## src/design/rvid_pkg.sv

```systemverilog
// ----------------------------------------------------------------------------
// rvid_pkg
// Opcodes, operation numbers, format codes, control flags and the packed
// decode result shared by the decoder and its checker.
// ----------------------------------------------------------------------------
package rvid_pkg;

    // stream widths
    localparam int IN_TDATA_W  = 32;
    localparam int OUT_TDATA_W = 72;

    // major opcodes, bits 6:0
    localparam logic [6:0] OPC_R      = 7'b0110011;
    localparam logic [6:0] OPC_I      = 7'b0010011;
    localparam logic [6:0] OPC_LOAD   = 7'b0000011;
    localparam logic [6:0] OPC_FLOAD  = 7'b0000111;
    localparam logic [6:0] OPC_STORE  = 7'b0100011;
    localparam logic [6:0] OPC_FSTORE = 7'b0100111;
    localparam logic [6:0] OPC_BRANCH = 7'b1100011;
    localparam logic [6:0] OPC_JAL    = 7'b1101111;
    localparam logic [6:0] OPC_JALR   = 7'b1100111;
    localparam logic [6:0] OPC_LUI    = 7'b0110111;
    localparam logic [6:0] OPC_AUIPC  = 7'b0010111;
    localparam logic [6:0] OPC_FP     = 7'b1010011;

    // funct7 codes
    localparam logic [6:0] F7_BASE = 7'b0000000;
    localparam logic [6:0] F7_MULD = 7'b0000001;
    localparam logic [6:0] F7_ALT  = 7'b0100000;
    localparam logic [6:0] F7_FADD = 7'b0000000;
    localparam logic [6:0] F7_FSUB = 7'b0000100;

    // operation numbers
    localparam logic [5:0] OP_NONE   = 6'd0;
    localparam logic [5:0] OP_ADD    = 6'd1;
    localparam logic [5:0] OP_MUL    = 6'd2;
    localparam logic [5:0] OP_SUB    = 6'd3;
    localparam logic [5:0] OP_SLL    = 6'd4;
    localparam logic [5:0] OP_MULH   = 6'd5;
    localparam logic [5:0] OP_SLT    = 6'd6;
    localparam logic [5:0] OP_MULHSU = 6'd7;
    localparam logic [5:0] OP_SLTU   = 6'd8;
    localparam logic [5:0] OP_MULHU  = 6'd9;
    localparam logic [5:0] OP_XOR    = 6'd10;
    localparam logic [5:0] OP_DIV    = 6'd11;
    localparam logic [5:0] OP_SRL    = 6'd12;
    localparam logic [5:0] OP_DIVU   = 6'd13;
    localparam logic [5:0] OP_SRA    = 6'd14;
    localparam logic [5:0] OP_OR     = 6'd15;
    localparam logic [5:0] OP_REM    = 6'd16;
    localparam logic [5:0] OP_AND    = 6'd17;
    localparam logic [5:0] OP_REMU   = 6'd18;
    localparam logic [5:0] OP_ADDI   = 6'd19;
    localparam logic [5:0] OP_LB     = 6'd27;
    localparam logic [5:0] OP_LH     = 6'd28;
    localparam logic [5:0] OP_LW     = 6'd29;
    localparam logic [5:0] OP_LBU    = 6'd30;
    localparam logic [5:0] OP_LHU    = 6'd31;
    localparam logic [5:0] OP_LWU    = 6'd32;
    localparam logic [5:0] OP_FLW    = 6'd33;
    localparam logic [5:0] OP_SB     = 6'd34;
    localparam logic [5:0] OP_FSW    = 6'd37;
    localparam logic [5:0] OP_BEQ    = 6'd38;
    localparam logic [5:0] OP_BNE    = 6'd39;
    localparam logic [5:0] OP_BLT    = 6'd40;
    localparam logic [5:0] OP_BGE    = 6'd41;
    localparam logic [5:0] OP_BLTU   = 6'd42;
    localparam logic [5:0] OP_BGEU   = 6'd43;
    localparam logic [5:0] OP_JAL    = 6'd44;
    localparam logic [5:0] OP_JALR   = 6'd45;
    localparam logic [5:0] OP_LUI    = 6'd46;
    localparam logic [5:0] OP_AUIPC  = 6'd47;
    localparam logic [5:0] OP_FADD   = 6'd48;
    localparam logic [5:0] OP_FSUB   = 6'd49;

    // format codes
    localparam logic [3:0] FMT_UNKNOWN = 4'd0;
    localparam logic [3:0] FMT_R       = 4'd1;
    localparam logic [3:0] FMT_I       = 4'd2;
    localparam logic [3:0] FMT_LOAD    = 4'd3;
    localparam logic [3:0] FMT_FLOAD   = 4'd4;
    localparam logic [3:0] FMT_STORE   = 4'd5;
    localparam logic [3:0] FMT_FSTORE  = 4'd6;
    localparam logic [3:0] FMT_B       = 4'd7;
    localparam logic [3:0] FMT_JAL     = 4'd8;
    localparam logic [3:0] FMT_JALR    = 4'd9;
    localparam logic [3:0] FMT_LUI     = 4'd10;
    localparam logic [3:0] FMT_AUIPC   = 4'd11;
    localparam logic [3:0] FMT_FP      = 4'd12;

    // alu modes
    localparam logic [1:0] ALU_ADD  = 2'd0;
    localparam logic [1:0] ALU_CMP  = 2'd1;
    localparam logic [1:0] ALU_FUNC = 2'd2;

    // control flag bits
    localparam logic [9:0] FL_RW  = 10'h001;
    localparam logic [9:0] FL_IMM = 10'h002;
    localparam logic [9:0] FL_MRD = 10'h004;
    localparam logic [9:0] FL_MWR = 10'h008;
    localparam logic [9:0] FL_WFM = 10'h010;
    localparam logic [9:0] FL_BR  = 10'h020;
    localparam logic [9:0] FL_JMP = 10'h040;
    localparam logic [9:0] FL_P2R = 10'h080;
    localparam logic [9:0] FL_R2P = 10'h100;
    localparam logic [9:0] FL_CPC = 10'h200;

    // decode result, last field in the lowest bits
    typedef struct packed {
        logic [9:0]  control_flags;
        logic [1:0]  alu_mode;
        logic [31:0] imm_value;
        logic [4:0]  src2_reg;
        logic [4:0]  src1_reg;
        logic [4:0]  dest_reg;
        logic [3:0]  format_code;
        logic [5:0]  operation_id;
    } dec_t;

    localparam int DEC_W = $bits(dec_t);

endpackage

```

## src/design/rv32_instruction_decoder_top.sv

```systemverilog
// ----------------------------------------------------------------------------
// rv32_instruction_decoder_top
// Decoder for a subset of RV32IM plus flw, fsw, fadd.s and fsub.s.
// ----------------------------------------------------------------------------
// An instruction word enters on the slave stream and its decoded fields
// leave on the master stream: the word is captured in an input register,
// decoded by shallow bit slicing and written into the result register.
// Throughput is one transaction per clock unless stalled; a stalled master
// side holds the result register, and the input register still takes one
// more word, so the slave side backs up only when both registers are full.
module rv32_instruction_decoder_top (
    input  logic                               clk,
    input  logic                               rst_n,
    // slave side, tdata: instruction_word
    input  logic                               s_tvalid,
    output logic                               s_tready,
    input  logic [rvid_pkg::IN_TDATA_W-1:0]    s_tdata,
    // master side, tdata: operation_id, format_code, dest_reg, src1_reg,
    // src2_reg, imm_value, alu_mode, control_flags, zero fill
    output logic                               m_tvalid,
    input  logic                               m_tready,
    output logic [rvid_pkg::OUT_TDATA_W-1:0]   m_tdata
);
    import rvid_pkg::*;

    logic        in_valid_reg;
    logic        in_valid_next;
    logic [31:0] in_word_reg;
    logic        out_valid_reg;
    logic        out_valid_next;
    dec_t        out_data_reg;
    dec_t        dec;
    logic        out_ready;
    logic        in_ready;
    logic        in_load;

    logic [6:0]  opc;
    logic [2:0]  f3;
    logic [6:0]  f7;
    logic [31:0] imm_i;
    logic [31:0] imm_s;
    logic [31:0] imm_b;
    logic [31:0] imm_j;
    logic [31:0] imm_u;

    // stage handshakes
    assign out_ready = !out_valid_reg || m_tready;
    assign in_ready  = !in_valid_reg || out_ready;
    assign in_load   = s_tvalid && in_ready;
    assign s_tready  = in_ready;

    assign in_valid_next  = in_load ? 1'b1 : (out_ready ? 1'b0 : in_valid_reg);
    assign out_valid_next = out_ready ? in_valid_reg : out_valid_reg;

    // control state
    always_ff @(posedge clk or negedge rst_n)
    begin
        if (!rst_n)
        begin
            in_valid_reg  <= 1'b0;
            out_valid_reg <= 1'b0;
        end
        else
        begin
            in_valid_reg  <= in_valid_next;
            out_valid_reg <= out_valid_next;
        end
    end

    // payload registers
    always_ff @(posedge clk)
    begin
        if (in_load)
        begin
            in_word_reg <= s_tdata;
        end
        if (out_ready && in_valid_reg)
        begin
            out_data_reg <= dec;
        end
    end

    // instruction fields and immediates
    assign opc   = in_word_reg[6:0];
    assign f3    = in_word_reg[14:12];
    assign f7    = in_word_reg[31:25];
    assign imm_i = {{20{in_word_reg[31]}}, in_word_reg[31:20]};
    assign imm_s = {{20{in_word_reg[31]}}, in_word_reg[31:25], in_word_reg[11:7]};
    assign imm_b = {{19{in_word_reg[31]}}, in_word_reg[31], in_word_reg[7],
                    in_word_reg[30:25], in_word_reg[11:8], 1'b0};
    assign imm_j = {{11{in_word_reg[31]}}, in_word_reg[31], in_word_reg[19:12],
                    in_word_reg[20], in_word_reg[30:21], 1'b0};
    assign imm_u = {{12{in_word_reg[31]}}, in_word_reg[31:12]};

    // decode
    always_comb
    begin
        dec = '0;
        case (opc)
            OPC_R:
            begin
                dec.format_code   = FMT_R;
                dec.dest_reg      = in_word_reg[11:7];
                dec.src1_reg      = in_word_reg[19:15];
                dec.src2_reg      = in_word_reg[24:20];
                dec.alu_mode      = ALU_FUNC;
                dec.control_flags = FL_RW;
                case (f7)
                    F7_BASE:
                    begin
                        case (f3)
                            3'd0:    dec.operation_id = OP_ADD;
                            3'd1:    dec.operation_id = OP_SLL;
                            3'd2:    dec.operation_id = OP_SLT;
                            3'd3:    dec.operation_id = OP_SLTU;
                            3'd4:    dec.operation_id = OP_XOR;
                            3'd5:    dec.operation_id = OP_SRL;
                            3'd6:    dec.operation_id = OP_OR;
                            default: dec.operation_id = OP_AND;
                        endcase
                    end
                    F7_MULD:
                    begin
                        case (f3)
                            3'd0:    dec.operation_id = OP_MUL;
                            3'd1:    dec.operation_id = OP_MULH;
                            3'd2:    dec.operation_id = OP_MULHSU;
                            3'd3:    dec.operation_id = OP_MULHU;
                            3'd4:    dec.operation_id = OP_DIV;
                            3'd5:    dec.operation_id = OP_DIVU;
                            3'd6:    dec.operation_id = OP_REM;
                            default: dec.operation_id = OP_REMU;
                        endcase
                    end
                    F7_ALT:
                    begin
                        case (f3)
                            3'd0:    dec.operation_id = OP_SUB;
                            3'd5:    dec.operation_id = OP_SRA;
                            default: dec.operation_id = OP_NONE;
                        endcase
                    end
                    default: dec.operation_id = OP_NONE;
                endcase
            end
            OPC_I:
            begin
                dec.format_code   = FMT_I;
                dec.dest_reg      = in_word_reg[11:7];
                dec.src1_reg      = in_word_reg[19:15];
                dec.imm_value     = imm_i;
                dec.alu_mode      = ALU_FUNC;
                dec.control_flags = FL_RW | FL_IMM;
                // srli and srai share one number
                dec.operation_id  = OP_ADDI + {3'b000, f3};
            end
            OPC_LOAD:
            begin
                dec.format_code   = FMT_LOAD;
                dec.dest_reg      = in_word_reg[11:7];
                dec.src1_reg      = in_word_reg[19:15];
                dec.imm_value     = imm_i;
                dec.alu_mode      = ALU_FUNC;
                dec.control_flags = FL_RW | FL_IMM | FL_MRD | FL_WFM;
                case (f3)
                    3'd0:    dec.operation_id = OP_LB;
                    3'd1:    dec.operation_id = OP_LH;
                    3'd2:    dec.operation_id = OP_LW;
                    3'd4:    dec.operation_id = OP_LBU;
                    3'd5:    dec.operation_id = OP_LHU;
                    3'd6:    dec.operation_id = OP_LWU;
                    default: dec.operation_id = OP_NONE;
                endcase
            end
            OPC_FLOAD:
            begin
                dec.format_code   = FMT_FLOAD;
                dec.dest_reg      = in_word_reg[11:7];
                dec.src1_reg      = in_word_reg[19:15];
                dec.imm_value     = imm_i;
                dec.alu_mode      = ALU_ADD;
                dec.control_flags = FL_RW | FL_IMM | FL_MRD | FL_WFM;
                dec.operation_id  = OP_FLW;
            end
            OPC_STORE:
            begin
                dec.format_code   = FMT_STORE;
                dec.src1_reg      = in_word_reg[19:15];
                dec.src2_reg      = in_word_reg[24:20];
                dec.imm_value     = imm_s;
                dec.alu_mode      = ALU_ADD;
                dec.control_flags = FL_MWR;
                if (f3 inside {[3'd0:3'd2]})
                begin
                    dec.operation_id = OP_SB + {3'b000, f3};
                end
                else
                begin
                    dec.operation_id = OP_NONE;
                end
            end
            OPC_FSTORE:
            begin
                dec.format_code   = FMT_FSTORE;
                dec.src1_reg      = in_word_reg[19:15];
                dec.src2_reg      = in_word_reg[24:20];
                dec.imm_value     = imm_s;
                dec.alu_mode      = ALU_ADD;
                dec.control_flags = FL_MWR;
                dec.operation_id  = OP_FSW;
            end
            OPC_BRANCH:
            begin
                dec.format_code   = FMT_B;
                dec.src1_reg      = in_word_reg[19:15];
                dec.src2_reg      = in_word_reg[24:20];
                dec.imm_value     = imm_b;
                dec.alu_mode      = ALU_CMP;
                dec.control_flags = FL_BR | FL_CPC;
                case (f3)
                    3'd0:    dec.operation_id = OP_BEQ;
                    3'd1:    dec.operation_id = OP_BNE;
                    3'd4:    dec.operation_id = OP_BLT;
                    3'd5:    dec.operation_id = OP_BGE;
                    3'd6:    dec.operation_id = OP_BLTU;
                    3'd7:    dec.operation_id = OP_BGEU;
                    default: dec.operation_id = OP_NONE;
                endcase
            end
            OPC_JAL:
            begin
                dec.format_code   = FMT_JAL;
                dec.dest_reg      = in_word_reg[11:7];
                dec.imm_value     = imm_j;
                dec.alu_mode      = ALU_FUNC;
                dec.control_flags = FL_RW | FL_IMM | FL_JMP | FL_P2R | FL_CPC;
                dec.operation_id  = OP_JAL;
            end
            OPC_JALR:
            begin
                dec.format_code   = FMT_JALR;
                dec.dest_reg      = in_word_reg[11:7];
                dec.src1_reg      = in_word_reg[19:15];
                dec.imm_value     = imm_i;
                dec.alu_mode      = ALU_FUNC;
                dec.control_flags = FL_RW | FL_IMM | FL_JMP | FL_P2R | FL_R2P | FL_CPC;
                dec.operation_id  = OP_JALR;
            end
            OPC_LUI:
            begin
                dec.format_code   = FMT_LUI;
                dec.dest_reg      = in_word_reg[11:7];
                dec.imm_value     = imm_u;
                dec.alu_mode      = ALU_FUNC;
                dec.control_flags = FL_RW | FL_IMM;
                dec.operation_id  = OP_LUI;
            end
            OPC_AUIPC:
            begin
                dec.format_code   = FMT_AUIPC;
                dec.dest_reg      = in_word_reg[11:7];
                dec.imm_value     = imm_u;
                dec.alu_mode      = ALU_FUNC;
                dec.control_flags = FL_RW | FL_IMM;
                dec.operation_id  = OP_AUIPC;
            end
            OPC_FP:
            begin
                dec.format_code   = FMT_FP;
                dec.dest_reg      = in_word_reg[11:7];
                dec.src1_reg      = in_word_reg[19:15];
                dec.src2_reg      = in_word_reg[24:20];
                dec.alu_mode      = ALU_FUNC;
                dec.control_flags = FL_RW;
                case (f7)
                    F7_FADD: dec.operation_id = OP_FADD;
                    F7_FSUB: dec.operation_id = OP_FSUB;
                    default: dec.operation_id = OP_NONE;
                endcase
            end
            default:
            begin
                dec = '0;
            end
        endcase
    end

    // master side outputs
    assign m_tvalid = out_valid_reg;
    assign m_tdata  = {{(OUT_TDATA_W - DEC_W){1'b0}}, out_data_reg};

endmodule

```

## config.mk

```make
export PLATFORM = sky130hd
export DESIGN_NAME = rv32_instruction_decoder_top
export DESIGN_NICKNAME = d
export VERILOG_FILES = /design/src/design/rvid_pkg.sv /design/src/design/rv32_instruction_decoder_top.sv
export SDC_FILE = /design/constraint.sdc
export NUM_CORES = 1
export LEC_CHECK = 0
export ABC_AREA = 1
export BUFFER_PORTS_ARGS = -buffer_cell sky130_fd_sc_hd__buf_2
export CORE_MARGIN = 5
export CORE_UTILIZATION = 35
export CTS_CLUSTER_SIZE = 30
export DETAILED_ROUTE_END_ITERATION = 8
export GPL_TIMING_DRIVEN = 0
export PLACE_DENSITY_LB_ADDON = 0.2
export RECOVER_POWER = 100
export SYNTH_ARGS = -nofsm -noshare
export SYNTH_HDL_FRONTEND = slang
export SYNTH_SLANG_ARGS = --single-unit
```

## constraint.sdc

```tcl
create_clock -name clk -period 3.35 [get_ports clk]
set_input_delay 0.335 -clock clk [delete_from_list [all_inputs] [get_ports clk]]
set_output_delay 0.335 -clock clk [all_outputs]
set_load 0.02 [all_outputs]
```

# Yosys cells after proc, flatten, opt, wreduce, memory -nomap -nowiden
# Index checks and enable logic that the tools add are counted.
[totals] input_bits=36 latch_bits=0 ram_bits=0 memories=0 reg_bits=103 wordCells=68 mem_bits_ro=0 output_inout_bits=74
[classes] div=0 magnitude_cmp=2 n_reduce_logical=18 addsub=2 mul=0 eq_ne=22 muxes=13 n_bitwise=0 n_shift=0
[op_table] cell="$pmux W32 S5" n=1
[op_table] cell="$pmux W10 S12" n=1
[op_table] cell="$pmux W12 S8" n=1
[op_table] cell="$pmux W6 S6" n=2
[op_table] cell="$pmux W5 S7" n=2
[op_table] cell="$eq A7 B6 Y1 const B" n=5
[op_table] cell="$eq A7 B7 Y1 const B" n=4
[op_table] cell="$pmux W6 S3" n=1
[op_table] cell="$reduce_or A9 Y1" n=2
[op_table] cell="$eq A7 B3 Y1 const B" n=2
[op_table] cell="$eq A7 B5 Y1 const B" n=2
[op_table] cell="$eq A3 B3 Y1 const B" n=4
[op_table] cell="$pmux W6 S2" n=1
[op_table] cell="$pmux W4 S2" n=1
[op_table] cell="$eq A7 B1 Y1 const B" n=1
[op_table] cell="$eq A7 B2 Y1 const B" n=1
[op_table] cell="$logic_not A7 Y1" n=1
[op_table] cell="$add A5 B3 Y6 const A" n=1
[op_table] cell="$add A6 B3 Y6 const A" n=1
[op_table] cell="$eq A3 B2 Y1 const B" n=2
[op_table] cell="$mux W6" n=1
[op_table] cell="$reduce_or A2 Y1" n=3
[op_table] cell="$reduce_or A5 Y1" n=1
[op_table] cell="$reduce_or A4 Y1" n=1
[op_table] cell="10 further kinds" n=15

# Depth between registers and ports, before layout
# Gate-level depths: netlist of the first run.
[logic_depth] word_depth=5 depth_mapped=12 depth_no_buf=12

# Worst setup path before layout of the first run
# No wires, ideal clock.
[synth_timing] path_kind="flip-flop to flip-flop" from="register out_valid_reg, in the netlist m_tvalid" to="register out_data_reg, in the netlist m_tdata[0] (enable)" t_arrival_ns=3.206 required_time_ns=2.864 period_less_slack_ns=3.692 setup_ns=0.486 path_stages_with_launch=2 setup_slack_ns=-0.342 n_path_buf=0 cell_sequence="dfrtp_1 a21oi_1"
[synth_between] elab_chain_cells=3
[synth_rtl] element="start: declaration" line="rv32_instruction_decoder_top.sv:29" text="logic out_valid_reg;"
[synth_rtl] element="start signal: assignment" line="rv32_instruction_decoder_top.sv:66" text="out_valid_reg <= out_valid_next;"
[synth_rtl] element="$logic_not A1 Y1" line="rv32_instruction_decoder_top.sv:47" text="assign out_ready = !out_valid_reg || m_tready;"
[synth_rtl] element="$logic_or A1 B1 Y1" line="rv32_instruction_decoder_top.sv:47"
[synth_rtl] element="$logic_and A1 B1 Y1" line="rv32_instruction_decoder_top.sv:77" text="if (out_ready && in_valid_reg)"
[synth_rtl] element="end signal: assignment" line="rv32_instruction_decoder_top.sv:79" text="out_data_reg <= dec;"
[synth_rtl] element="end: declaration" line="rv32_instruction_decoder_top.sv:31" text="dec_t out_data_reg;"
# No other way between the ends.
# A chain may end at the register's enable or synchronous reset.

# Worst setup path in the final report of the first run
[layout_timing] from="register out_valid_reg, in the netlist m_tvalid" to="register in_word_reg[29] (enable)"
[layout_between] elab_chain_cells=4
[layout_rtl] element="$logic_not A1 Y1" line="rv32_instruction_decoder_top.sv:47"
[layout_rtl] element="$logic_or A1 B1 Y1" line="rv32_instruction_decoder_top.sv:47"
[layout_rtl] element="$logic_or A1 B1 Y1" line="rv32_instruction_decoder_top.sv:48" text="assign in_ready = !in_valid_reg || out_ready;"
[layout_rtl] element="$logic_and A1 B1 Y1" line="rv32_instruction_decoder_top.sv:49" text="assign in_load = s_tvalid && in_ready;"
[layout_rtl] element="via in_load" line="rv32_instruction_decoder_top.sv:35" text="logic in_load;"
[layout_rtl] element="end signal: assignment" line="rv32_instruction_decoder_top.sv:75" text="in_word_reg <= s_tdata;"
[layout_rtl] element="end: declaration" line="rv32_instruction_decoder_top.sv:28" text="logic [31:0] in_word_reg;"
# The timed path passes the listed nets, and every way through them passes these cells.

==> impl_results.md, run 1 <==
- Finished Layout Cells: 732
- Pins Over Slew Limit: 0
- Clock sink count: 89
- Core Rows: 41
- Initial antenna violation count: 0
- # fillers: 1285
- CTS buffer count: 9
- Status: completed
- CP arrival: 2270 ps
- Setup Viol. Count Final: 0
- CTS tree: built
- Post-synth top area share: 58.70%
- Worst path max stage delay: 1070 ps
- Die X-Extent: 122.8 um
- Met2 Use GR: 25.35%
- Net count, final: 602
- Post-route minimum period: 2313 ps
- Setup CP Type: reg2reg
- P_leak: 2.436 nW
- Post-place setup slack: 1189 ps
- Post-Synthesis Cells: 433
- Worst EP required: 3300 ps
- Number of port buffers: 106
- Initial drt markers: 196
- Type of the tightest min-delay check: in2reg
- Die height: 122.8 um
- CP cell instances: nand3_1 > nand2_1 > clkinv_1 > clkbuf_1
- Tot GR Track Use: 15.40%
- Largest cells by area after synthesis: edfxtp_1 (59%), nand2_1 (9.0%), inv_1 (3.7%)
- Synth unique cells: 29
- Mean Syn Cell Area: 10.28 sq um
- Worst-margin pin slew: 1429 ps
- Met1 usage: 19.49%
- Achievable frequency: 0.4323 GHz
- Yosys reg bits: 89
- Die ar.: 0.01507 sq mm
- Area Growth Syn to Fin: 21.51%
- Root Driver: clkbuf_16
- Area of the multi-input gates: 0.001356 sq mm
- Diodes inserted: 0
- Max-Cap Viols: 0
- Period utilisation layout: 69.05%
- Layout cell share with drive strength beyond 1: 18.04%
- Post-synth EDFFs: 87
- Routing usage on met3: 4.747%
- Worst-skew pair later-pin latency: 350 ps
- H-tree levels: 3
- Slowest stage cell, crit path: clkbuf_1
- Part of the Yosys area used for sequential elements: 59.83%
- Largest net degree at the start of global routing: 33
- Routability cong.: 0.8481
- Hold Fails Final Rpt: 0
- Max reg flops: 55
- YS warnings: 0
- Worst-path fanout max: 22
- Vias per Instance: 4.551
- Synth area leader: edfxtp_1
- CTS Buffer Depth: 2
- Fin Setup TNS: 0 ps
- Clk slew on worst S/H paths: 60 ps
- Setup ws final: 1037 ps
- Final WL: 11160 um
- Setup crit start kind: flop
- Main synth FF type: edfxtp_1
- Seq. cell area: 0.002663 sq mm
- Grt peak-use layer: met2
- Initial Utilization: 35.41%
- Post-Synthesis Cell Area: 0.004451 sq mm
- Worst vdd ir: 0.3009 mV
- Pwr per Cell Area: 517.6 mW/mm^2
- Routed vias: 3331
- Final Power: 2.799 mW
- First-pass GRT wire length: 17190 um
- Vias in the first global route: 3298
- DRT Pass-1 Iters: 4
- Drc violations: 0
- Placeable Area: 0.01257 sq mm
- Slew HR: 4.757%
- FFs w/ async S/R, synth: 2.247%
- Congestion Overflow GR: 0
- Placed insts: 715
- Drt wl/cell: 15.24 um
- I/O pins: 110
- Post-DP HPWL: 8400 um
- Antenna Nets Post-Route: 0
- RSZ-0062 raised after global routing: false
- Fin Clk Skew: 6.997 ps
- Worst setup EP type: flop
layout make-up:
| type | count | share of cell area (%) |
|---|---|---|
| tap | 172 | 3.980 |
| clock inverter | 5 | 1.018 |
| sequential | 89 | 49.24 |
| inverter | 52 | 3.679 |
| clock buffer | 10 | 4.234 |
| buffer | 23 | 3.262 |
| multi-input combinational | 271 | 25.08 |
| timing repair buffer | 110 | 9.509 |
power breakdown:
part	internal (mW)	total [mW]	switching, mW
clock network	0.572	0.984	0.412
logic	0.125	0.415	0.290
registers	1.35	1.40	0.0531
metrics by stage:
step | hold WS, ps | instance area [sq um] | utilization [%]
4_1_cts | 145.7 | 5557 | 44.21
3_3_place_gp | 120.9 | 5207 | 41.43
2_1_floorplan | 39.41 | 4462 | -
5_1_grt | 136.9 | 5408 | 43.03
6_report | 157.5 | 5408 | 43.03
3_5_place_dp | 125.4 | 5263 | 41.87
kinds of logic (layout without fill, tap and decap cells):
family | after synthesis | count (layout) | share of synthesized area (%)
compound gates | 39 | 39 | 5.032
buf+inv | 75 | 200 | 8.771
flops | 89 | 89 | 59.83
xor+xnor | 1 | 1 | 0.1968
fa+ha+maj | 10 | 10 | 2.811
other cells | 1 | 3 | 0.08426
simple gates | 218 | 218 | 23.28
worst paths after layout:
| kind | slack (ps) | to | startpoint | cells past startpoint |
|---|---|---|---|---|
| max | 1040 | in_word_reg[29]$_DFFE_PP_ | m_tvalid$_DFFE_PN0P_ | 4 |
| min | 160 | in_word_reg[17]$_DFFE_PP_ | s_tdata[17] | 1 |
| max reg2reg | 1040 | in_word_reg[29]$_DFFE_PP_ | m_tvalid$_DFFE_PN0P_ | 4 |
| min reg2reg | 480 | m_tvalid$_DFFE_PN0P_ | in_valid_reg$_DFFE_PN0P_ | 2 |
| max in group asynchronous | 2910 | in_valid_reg$_DFFE_PN0P_ | rst_n | 2 |
| min in group asynchronous | 310 | m_tvalid$_DFFE_PN0P_ | rst_n | 2 |
synthesized netlist by cell type (4+ instances only):
| master | count |
|---|---|
| a21oi_1 | 11 |
| buf_4 | 18 |
| buf_6 | 5 |
| edfxtp_1 | 87 |
| ha_1 | 10 |
| inv_1 | 44 |
| inv_2 | 6 |
| nand2_1 | 107 |
| nand2_2 | 7 |
| nand2_4 | 5 |
| nand3_1 | 17 |
| nand3b_1 | 4 |
| nand4_1 | 18 |
| nor2_1 | 43 |
| nor2_4 | 5 |
| nor3_1 | 6 |
| o211ai_1 | 7 |
| o21ai_0 | 15 |
critical path: cells and delay by family, from the launching register on:
kind | cells | cell delay, ps
buffers and inverters | 2 | 1290
and+or+nand+nor | 2 | 210
DFF | 1 | 400
cell usage in the layout, fill, tap and decap left out, types with 5 or more instances in the layout:
master / n
nand2_1: 110
edfxtp_1: 87
clkbuf_1: 66
inv_1: 46
nor2_1: 45
buf_2: 44
nand3_1: 19
nand4_1: 18
o21ai_0: 15
a21oi_1: 11
clkbuf_4: 11
ha_1: 10
clkbuf_16: 9
buf_4: 7
nor3_1: 7
o211ai_1: 7
nand2_2: 5
layer usage:
| metal | up-vias | share of wire, % |
|---|---|---|
| met2 | 105 | 48 |
| met4 | 0 | 1.4 |
| met1 | 1532 | 44 |
| li1 | 1681 | - |
| met3 | 13 | 6.7 |
| met5 | - | 0 |
what timing repair did:
item	4_1_cts	5_1_grt
buffers inserted	0	0
hold buffers	1	0
hold endpoints to repair	2	0
gates resized for setup	0	0
(Power assumes the default switching activity.)
==> run 2, diff against run 1 <==
==> constraint.sdc (replaced) <==
create_clock -name clk -period 1.9 [get_ports clk]
set_input_delay 0.19 -clock clk [delete_from_list [all_inputs] [get_ports clk]]
set_output_delay 0.19 -clock clk [all_outputs]
set_load 0.02 [all_outputs]
==> run 2 against run 1 <==
Against the previous run: non-clock buffer count is 15 higher; power increased by 76%; die area unchanged; via count up 2.9%; register-to-register slack worse by 970 ps; utilization is 2.2 points higher; critical path type unchanged; highest routed layer unchanged.
==> impl_results.md, run 2 (same netlist as run 1, synthesis figures left out) <==
- Status: completed
- Seq. cell area: 0.002663 sq mm (unchanged)
- Vias per Instance: 4.578 (+0.61%)
- Area Growth Syn to Fin: 27.72%
- Die X-Extent: 122.8 um (unchanged)
- Die ar.: 0.01507 sq mm (unchanged)
- # fillers: 1238 (-3.7%)
- Most frequent cells in the layout: nand2_1 (102), edfxtp_1 (87), clkbuf_1 (64)
- Util after Layout: 45.23% (+2.2 points)
- Commonest non-fill, non-tap cell in the layout: nand2_1
- Pins Over Slew Limit: 0 (unchanged)
- Number of port buffers: 106 (unchanged)
- Type of the tightest min-delay check: in2reg
- P_leak: 2.547 nW (+4.5%)
- Setup Viol. Count Final: 0 (unchanged)
- Worst vdd ir: 0.4315 mV (+43%)
- Initial Utilization: 35.41% (unchanged)
- Pwr per Cell Area: 865.5 mW/mm^2 (+67%)
- Worst-margin pin slew: 503.2 ps (-925.5 ps)
- Setup crit start kind: flop
- H-tree levels: 3 (unchanged)
- CTS tree: built
- Period utilisation layout: 96.72% (+28 points)
- Worst setup EP type: flop
- Placed insts: 715 (unchanged)
- Setup CP Type: reg2reg
- Layout cell share with drive strength beyond 1: 25.13% (+7.1 points)
- Antenna Nets Post-Route: 0 (unchanged)
- Clk slew on worst S/H paths: 60 ps (about the same)
- Finished Layout Cells: 749 (+2.3%)
- Initial drt markers: 276 (+41%)
- Drc violations: 0 (unchanged)
- Final Power: 4.920 mW (+76%)
- Post-DP HPWL: 8267 um (-1.6%)
- Placeable Area: 0.01257 sq mm (unchanged)
- Tot GR Track Use: 15.55% (+0.15 points)
- RSZ-0062 raised after global routing: true
- Worst-path fanout max: 5 (-77%)
- DRT Pass-1 Iters: 5 (+1)
- Worst-skew pair later-pin latency: 350 ps (about the same)
- Hold Fails Final Rpt: 0 (unchanged)
- Congestion Overflow GR: 0 (unchanged)
- Largest net degree at the start of global routing: 29 (-12%)
- Initial antenna violation count: 0 (unchanged)
- Routed vias: 3429 (+2.9%)
- Root Driver: clkbuf_16
- Drt wl/cell: 15.40 um (+1.1%)
- Worst EP required: 2000 ps (-1300 ps)
- Post-route minimum period: 1838 ps (-475.4 ps)
- Fin Setup TNS: 0 ps (unchanged)
- Final WL: 11540 um (+3.4%)
- Achievable frequency: 0.5442 GHz (+26%)
- I/O pins: 110 (unchanged)
- Routability cong.: 0.8425 (-0.66%)
- Clock sink count: 89 (unchanged)
- CTS Buffer Depth: 2 (unchanged)
- Area of the multi-input gates: 0.001476 sq mm (+8.9%)
- First-pass GRT wire length: 17420 um (+1.3%)
- Max reg flops: 55 (unchanged)
- CP arrival: 1940 ps (-330 ps)
- Die height: 122.8 um (unchanged)
- Max-Cap Viols: 0 (unchanged)
- Fin Clk Skew: 6.086 ps (-0.9109 ps)
- CTS buffer count: 9 (unchanged)
- Vias in the first global route: 3199 (-3.0%)
- Slew HR: 66.38% (+62 points)
- Core Rows: 41 (unchanged)
- Net count, final: 618 (+2.7%)
- Diodes inserted: 0 (unchanged)
==> run 2: power by group <==
part           internal [mW]  switching [mW]  total, mW
Combinational          0.258           0.549      0.807
Clock                  0.893           0.756       1.65
Sequential              2.37          0.0915       2.46
Total                   3.52            1.40       4.92
==> run 2: final cells by class <==
type,count,area share (%)
clock buffers,10,4.028
flip-flops and latches,89,46.84
inverters,52,3.610
well taps,172,3.786
repair inverters,1,0.1321
multi-input cells,271,25.97
clock inverters,6,0.7704
repair buffers,125,11.42
plain buffers,23,3.434
==> run 2: routing by layer <==
metal | GRT usage [%] | vias to the layer above | share of wire, %
li1 | - | 1722 | -
met1 | 20.66 | 1572 | 45
met2 | 24.26 | 127 | 47
met3 | 4.931 | 8 | 6.9
met4 | 4.899 | 0 | 1.2
met5 | 0 | - | 0
==> run 2: repair_timing <==
item                                   4_1_cts  5_1_grt
gates resized for setup                      2       28
hold buffers                                 8        0
buffers inserted                             5        4
gates cloned                                 1        0
endpoints found under the hold margin        9        0
setup endpoints to repair                   38        6
pin swaps                                    0        5
==> run 2: critical path, cell delays in order, from the launching register on <==
cell	delay, ps
edfxtp_1	490
buf_6	180
buf_6	130
ha_4	160
a21oi_1	170
nor2_1	60
a21oi_1	150
nand2_1	100
nor2_2	110
nand2_1	60
==> run 2: stage by stage <==
step | hold WS (ps) | worst slack [ps] | instance area (sq um)
final | 13.42 | 62.30 | 5684
after detailed placement | -20.45 | -241.3 | 5263
after CTS | 0.3448 | -14.34 | 5664
after global placement | -24.97 | -327.0 | 5215
after floorplan | -105.6 | -6.891 | 4469
after global routing | 0.05176 | -19.55 | 5684
==> run 2: path summary, 6_finish.rpt <==
path / startpoint / to / slack (ps) / depth (start not counted)
worst max-delay path: in_word_reg[13]$_DFFE_PP_ / m_tdata[0]$_DFFE_PP_ / 60 / 9
worst min-delay path: s_tdata[17] / in_word_reg[17]$_DFFE_PP_ / 10 / 1
worst max register to register: in_word_reg[13]$_DFFE_PP_ / m_tdata[0]$_DFFE_PP_ / 60 / 9
worst min register to register: in_valid_reg$_DFFE_PN0P_ / m_tvalid$_DFFE_PN0P_ / 510 / 2
max in group asynchronous: rst_n / in_valid_reg$_DFFE_PN0P_ / 1610 / 2
min in group asynchronous: rst_n / m_tvalid$_DFFE_PN0P_ / 160 / 2
